==> config.mk <==
export PLATFORM = sky130hd
export DESIGN_NAME = ptree_ram
export DESIGN_NICKNAME = d
export VERILOG_FILES = /design/src/hdl/ptree_ram.sv
export SDC_FILE = /design/constraint.sdc
export NUM_CORES = 1
export LEC_CHECK = 0
export BUFFER_PORTS_ARGS = -buffer_cell sky130_fd_sc_hd__buf_2
export CAP_MARGIN = 20
export CORE_ASPECT_RATIO = 0.9
export CORE_MARGIN = 4
export CORE_UTILIZATION = 34
export DETAILED_ROUTE_END_ITERATION = 10
export GPL_ROUTABILITY_DRIVEN = 0
export GPL_TIMING_DRIVEN = 1
export SYNTH_ARGS = -nofsm -noshare
export SYNTH_HDL_FRONTEND = slang
export SYNTH_SLANG_ARGS = --single-unit
==> constraint.sdc <==
create_clock -name aclk -period 4.3 [get_ports aclk]
set_input_delay 0.215 -clock aclk [delete_from_list [all_inputs] [get_ports aclk]]
set_output_delay 0.215 -clock aclk [all_outputs]
set_load 0.02 [all_outputs]
==> src/hdl/ptree_ram.sv <==
// ----------------------------------------------------------------------------
// ptree_ram
// generic single write port ram with registered read
// ----------------------------------------------------------------------------
`default_nettype none

module ptree_ram #(
    parameter int WIDTH = 8,
    parameter int DEPTH = 16
) (
    input  wire logic                     aclk,
    input  wire logic                     we,
    input  wire logic [$clog2(DEPTH)-1:0] waddr,
    input  wire logic [WIDTH-1:0]         wdata,
    input  wire logic [$clog2(DEPTH)-1:0] raddr,
    output logic      [WIDTH-1:0]         rdata
);

    logic [WIDTH-1:0] mem [DEPTH];

    always_ff @(posedge aclk) begin
        if (we) begin
            mem[waddr] <= wdata;
        end
        rdata <= mem[raddr];
    end

endmodule

`default_nettype wire

Yosys cells after proc, flatten, opt, wreduce, memory -nomap -nowiden

Memory sizes are Yosys's and may differ from the RTL's. A register that Yosys moved wholly into a read port is not among the register bits.
Index checks and enable logic that the tools add are counted.

$lt $le $gt $ge: 0
Mux-type cells: 2
Bitwise gates (word level): 0
Reduce and logical (&&, ||, !) cells: 0
Divide/modulo/power cells: 0
Equal/unequal tests: 0
Shifts and indexed selects: 0
Multiply operators: 0
Add/subtract/negate cells: 0

Operator list:

| operator         | number |
|---|---|
| 1-bit 2-to-1 mux | 2 |

Latch bits: 0
Word-level logic and storage cells: 3
ROM bits: 0
Memories: 1
Register bits after elaboration: 0
Bits in writable memories: 128
Output and inout port bits: 8
Bits of input ports: 18

Memories:

| name | depth | bits a word | read ports | clocked after memory_dff | wr ports | RTL line | source |
|---|---|---|---|---|---|---|---|
| mem  | 16    | 8           | 1          | 1                        | 1        | 19       | `logic [WIDTH-1:0] mem [DEPTH];` |

Depth between registers and ports, before layout

Gate-level depths: netlist of run 1.

Depth in word-level cells: 2
Mapped depth: 5
Mapped depth without buffers: 3

Worst setup path before layout of run 1

Ideal clock, no wire load.

Path type: input-to-reg
From: input waddr[2]
To: memory mem[0][0], enable pin
Data arrival time: 1.325 ns
Data required time: 3.917 ns
Path buffers: 0
Setup slack: 2.592 ns
Stages on the path: 2
Cell sequence: or3b_2 -> nor3_1

RTL lines:

| what            | RTL line | source |
|---|---|---|
| start, declared | 13       | `input wire logic [$clog2(DEPTH)-1:0] waddr,` |
| end, declared   | 19       |  |

Straight into the memory's write port.

Worst setup path after layout of run 1

From: input waddr[2]
To: memory mem[0][2], enable pin

Straight into the memory's write port.

==> reports/results.ini, run 1 <==
[route]
dr.first_iter.drc_count=241
wire_per_inst_um=20.7
num_vias=2338
ant_nets=0
via_per_inst=4.88
first_pass_iters=4
routed_wl_mm=9.92
drc=0

[timing]
fmax_mhz=573
fin_crit_sh_pct=40.6
skew_ps=16.6
max_slew.worst_pin.slew_ps=938
drv_slew=0
tns_ps=0
final_hold_viol_count=0
post-route-min-period_ps=1750
maxSlewHeadroom_pct=37.0
rsz0062_at_grt=no
whs_ps=173
setup_violations=0

[setup_path]
cp_max_fo=5
critPathKind=in -> reg
worstSetupStartpoint=waddr[2]
cp.required_ps=4430
cp.arrival_ps=1870
start_kind=input pin
reg2reg_from=mem[1][2]$_DFFE_PP_
end_kind=flop

[cts]
clk_pin_slew_ps=60
ctsLongestPathBuffers=2
ctsHoldBuffers=0
cts_made_buffers=17
cts.sinks=136
ctsResizeCount=0
post-cts-setup-buffers=0
htree_levels=4
cts_root_buf=clkbuf_16
worstSkewPairLatency_ps=420
cts_tree=yes

[pwr]
power_density_nw_per_um2=501
ir_worst_vdd_uv=286
leakage_nw=2.01

[placed_design]
dp_hpwl_mm=6.04
io_buffers=25

[floorplan]
core_area_um2=14800
die_area_um2=17200
rows=42
die_h_um=125
num_io_pins=26
die_width_um=138
initial_core_util_pct=34.9

[job]
cap_violations=0

[global_route]
grt_antenna_before_repair=0
grt_pass1_vias=2463
grt_max_degree=33
track_usage_pct=12.4
grt_first_pass_wirelength_mm=14.9
grt_overflow_total=0

[yosys]
synth_seq_cells=136
syn-num-nets=247
synth_area_leader_cell=edfxtp_1
ys_warn_count=0
syn_inst=229
synth_top_area_share_pct=74.7
synth.avg_cell_area_um2=22.5
ys_seq_area_share_pct=77.8
ys_types=19
synthTopCellsByArea=edfxtp_1, mux4_2, mux4_1
syn-cell-area_um2=5150

[hold_path]
worstHoldStart=wdata[1]
worstHoldPathType=in -> reg

[cells_and_area]
antenna_cells=0
final_cell_mix=edfxtp_1, buf_2, mux4_2, clkbuf_16, a22oi_1
area_growth_pct=17.8
final_layout_size_suffix_gt1_share_pct=27.0
num-nets-final=286
n_fill_cell=1274
final_common_cell=edfxtp_1

[outcome]
status=completed

[worst paths after layout]
| check | endpoint | slack, ps | cells after the start |
|---|---|---|---|
| worst max-delay path | mem[0][2]$_DFFE_PP_ | 2550 | 4 |
| worst min-delay path | mem[5][1]$_DFFE_PP_ | 170 | 1 |
| worst max register to register | rdata[2]$_DFF_P_ | 2960 | 3 |
| worst min register to register | rdata[1]$_DFF_P_ | 660 | 3 |
[registers in the layout (all words and copies together), names as in the netlist]
| name | cells |
|---|---|
| rdata | 8 |
| mem | 128 |
[kinds of logic (layout without fill, tap and decap cells)]
logic type	count (synthesis)	count (layout)	share of synthesized area, %
muxes	32	32	15.0
buffers and inverters	10	62	1.68
DFF	136	136	77.8
and+or+nand+nor	35	35	3.18
AOI/OAI and AO/OA	16	16	2.33
[cells in the mapped netlist]
| library cell | n |
|---|---|
| or3b_2 | 1 |
| nand2b_1 | 2 |
| and2_1 | 1 |
| nand3b_1 | 2 |
| buf_2 | 3 |
| a22oi_1 | 16 |
| nor3_1 | 4 |
| mux4_1 | 14 |
| mux4_2 | 18 |
| nand3_1 | 1 |
| nor2b_1 | 1 |
| clkdlybuf4s25_2 | 3 |
| nand2_1 | 9 |
| and2b_1 | 1 |
| nor2_1 | 13 |
| buf_4 | 1 |
| edfxtp_1 | 128 |
| dfxtp_1 | 8 |
| buf_6 | 3 |
[final cells by class]
type	count	area [um^2]	share of cell area, %
timing repair buffer	30	179	2.95
tap	198	248	4.09
sequential	136	4000	66.0
clock buffer	21	440	7.26
multi-input combinational	83	1060	17.5
clock inverter	11	130	2.15
[power breakdown]
part | switching (mW) | total [mW] | internal (mW)
logic | 0.0845 | 0.140 | 0.0554
registers | 0.00991 | 1.49 | 1.48
clock network | 0.502 | 1.40 | 0.900
[routing by layer]
metal	vias up	wire length (um)	GRT usage [%]
met5	-	0	0
met4	0	110	5.23
met3	13	684	3.51
met2	68	4550	17.2
met1	1204	4570	18.2
li1	1053	-	-
[per-stage QoR]
stage	cells	util [%]	cell area, um^2	total power [mW]	setup WS, ps
floorplan	229	-	5150	1.60	2590
global placement	444	36.9	5450	1.66	1940
detailed placement	445	37.0	5460	1.66	2050
CTS	477	40.8	6030	3.06	2470
global route	479	41.1	6060	3.14	2510
finish	479	41.1	6060	3.04	2550
[worst max-delay path: stages]
cell    delay, ps
buf_2         120
or3b_2        510
nor3_1        740
buf_4         290
Power figures use the tool's default switching activity.
==> run 2: changes to the inputs <==
==> constraint.sdc (replaced) <==
create_clock -name aclk -period 1.8 [get_ports aclk]
set_input_delay 0.09 -clock aclk [delete_from_list [all_inputs] [get_ports aclk]]
set_output_delay 0.09 -clock aclk [all_outputs]
set_load 0.02 [all_outputs]
==> run 2 against run 1 <==
Die area unchanged. Total power is 150% higher. Critical path depth down 1. Flip-flop and latch count unchanged. Via count is 5.1% higher. Largest cell class unchanged. Register-to-register slack worse by 2500 ps. Utilization up 1.2 points. Combinational power grew to 2.5 times the previous value.
==> reports/results.ini, run 2 (synthesized netlist as in run 1, its figures left out) <==
[setup_path]
cp.required_ps=2090  ; -2340 ps
critPathKind=reg -> reg
crit_family=multiplexers
cp.arrival_ps=1660  ; -210 ps
end_kind=flop
r2r_setup_slack_ps=440  ; -2520 ps
crit_buf_inv=0  ; -2
crit_chain=mux4_1 > a22oi_1 > nand2_1
slowest_delay_ps=500  ; -240 ps
cp_max_fo=1  ; -4
start_kind=flop
critPathSlowestCell=mux4_1

[global_route]
grt_max_degree=33  ; unchanged
grt_overflow_total=0  ; unchanged
grt_antenna_before_repair=1  ; +1
track_usage_pct=12.8  ; +0.40 points
grt_pass1_vias=2584  ; +4.9%
grt_first_pass_wirelength_mm=15.5  ; +4.0%

[timing]
fin_ws_ps=437  ; -2120 ps
whs_ps=62.8  ; -110 ps
max_slew.worst_pin.slew_ps=403  ; -535 ps
setup_violations=0  ; unchanged
fin_crit_sh_pct=75.7
drv_slew=0  ; unchanged
fmax_mhz=734
skew_ps=9.88  ; -6.74 ps
post-route-min-period_ps=1360
maxSlewHeadroom_pct=73.1  ; +36 points
rsz0062_at_grt=no
final_hold_viol_count=0  ; unchanged
tns_ps=0  ; unchanged

[route]
ant_nets=0  ; unchanged
dr.first_iter.drc_count=178  ; -26%
drc=0  ; unchanged
num_vias=2457  ; +5.1%
first_pass_iters=4  ; unchanged
wire_per_inst_um=20.4  ; -1.3%
routed_wl_mm=10.1  ; +2.2%
via_per_inst=4.95  ; +1.5%

[floorplan]
num_io_pins=26  ; unchanged
initial_core_util_pct=34.9  ; unchanged
core_area_um2=14800  ; unchanged
rows=42  ; unchanged
die_width_um=138  ; unchanged
die_area_um2=17200  ; unchanged
die_h_um=125  ; unchanged

[cells_and_area]
final_layout_size_suffix_gt1_share_pct=32.2  ; +5.2 points
regMostFlops=mem
num-nets-final=303  ; +5.9%
largestRegisters=mem (128), rdata (8)
final_cell_mix=edfxtp_1, buf_2, buf_4, mux4_2, clkbuf_16
final_common_cell=edfxtp_1
final_cell_area_um2=6230  ; +2.8%
antenna_cells=0  ; unchanged
area_growth_pct=21.1
largest_reg_flops=128  ; unchanged

[cts]
ctsHoldBuffers=0  ; unchanged
ctsResizeCount=0  ; unchanged
clk_pin_slew_ps=60  ; about the same
cts_root_buf=clkbuf_16
worstSkewPairLatency_ps=410  ; about the same
cts_made_buffers=17  ; unchanged
htree_levels=4  ; unchanged
cts.sinks=136  ; unchanged
post-cts-setup-buffers=0  ; unchanged
ctsLongestPathBuffers=2  ; unchanged
cts_tree=yes

[pwr]
ir_worst_vdd_uv=766  ; +170%
power_density_nw_per_um2=1200  ; +140%
leakage_nw=2.12  ; +5.5%

[hold_path]
worstHoldPathType=in -> reg

[placed_design]
postPlaceCellArea_um2=5620  ; +3.0%
dp_slack_ps=265  ; -1790 ps
io_buffers=25  ; unchanged
dp_hpwl_mm=6.41  ; +6.1%

[job]
cap_violations=0  ; unchanged

[outcome]
status=completed

## run 2: cell count changes in the layout (fill, tap and decap cells not counted), sizes merged
cell      delta
buf         +17
clkbuf       -3
bufinv       +1
clkinv       +1
clkinvlp     +1
## run 2: final timing paths
path | start | cells past startpoint | to
max | mem[2][0]$_DFFE_PP_ | 3 | rdata[0]$_DFF_P_
min | wdata[3] | 1 | mem[5][3]$_DFFE_PP_
max reg2reg | mem[2][0]$_DFFE_PP_ | 3 | rdata[0]$_DFF_P_
min reg2reg | mem[14][3]$_DFFE_PP_ | 3 | rdata[3]$_DFF_P_
## run 2: per-stage QoR
step | std cells | utilization (%) | power (mW)
after floorplan | 229 | - | 3.83
after global placement | 464 | 38.1 | 3.98
after detailed placement | 464 | 38.1 | 3.99
after CTS | 496 | 42.2 | 7.55
after global routing | 496 | 42.2 | 7.73
final | 496 | 42.2 | 7.47
## run 2: area by class of cell
cell class	instances	area [um^2]
sequential	136	4000
timing repair buffer	47	315
fill	1263	8530
clock inverter	14	181
multi-input combinational	83	1060
clock buffer	18	429
tap	198	248
## run 2: routing by layer
layer / global-route usage (%) / up-vias / routed length (um)
li1: - / 1084 / -
met1: 18.4 / 1287 / 4610
met2: 18.1 / 75 / 4750
met3: 4.00 / 9 / 666
met4: 5.00 / 2 / 102
met5: 0 / - / 7
## run 2: power by group
part	switching [mW]	internal [mW]	leakage [nW]	total, mW
combinational	0.204	0.147	0.595	0.351
sequential	0.0223	3.54	1.22	3.56
clock	1.26	2.30	0.297	3.56
total	1.48	5.99	2.12	7.47
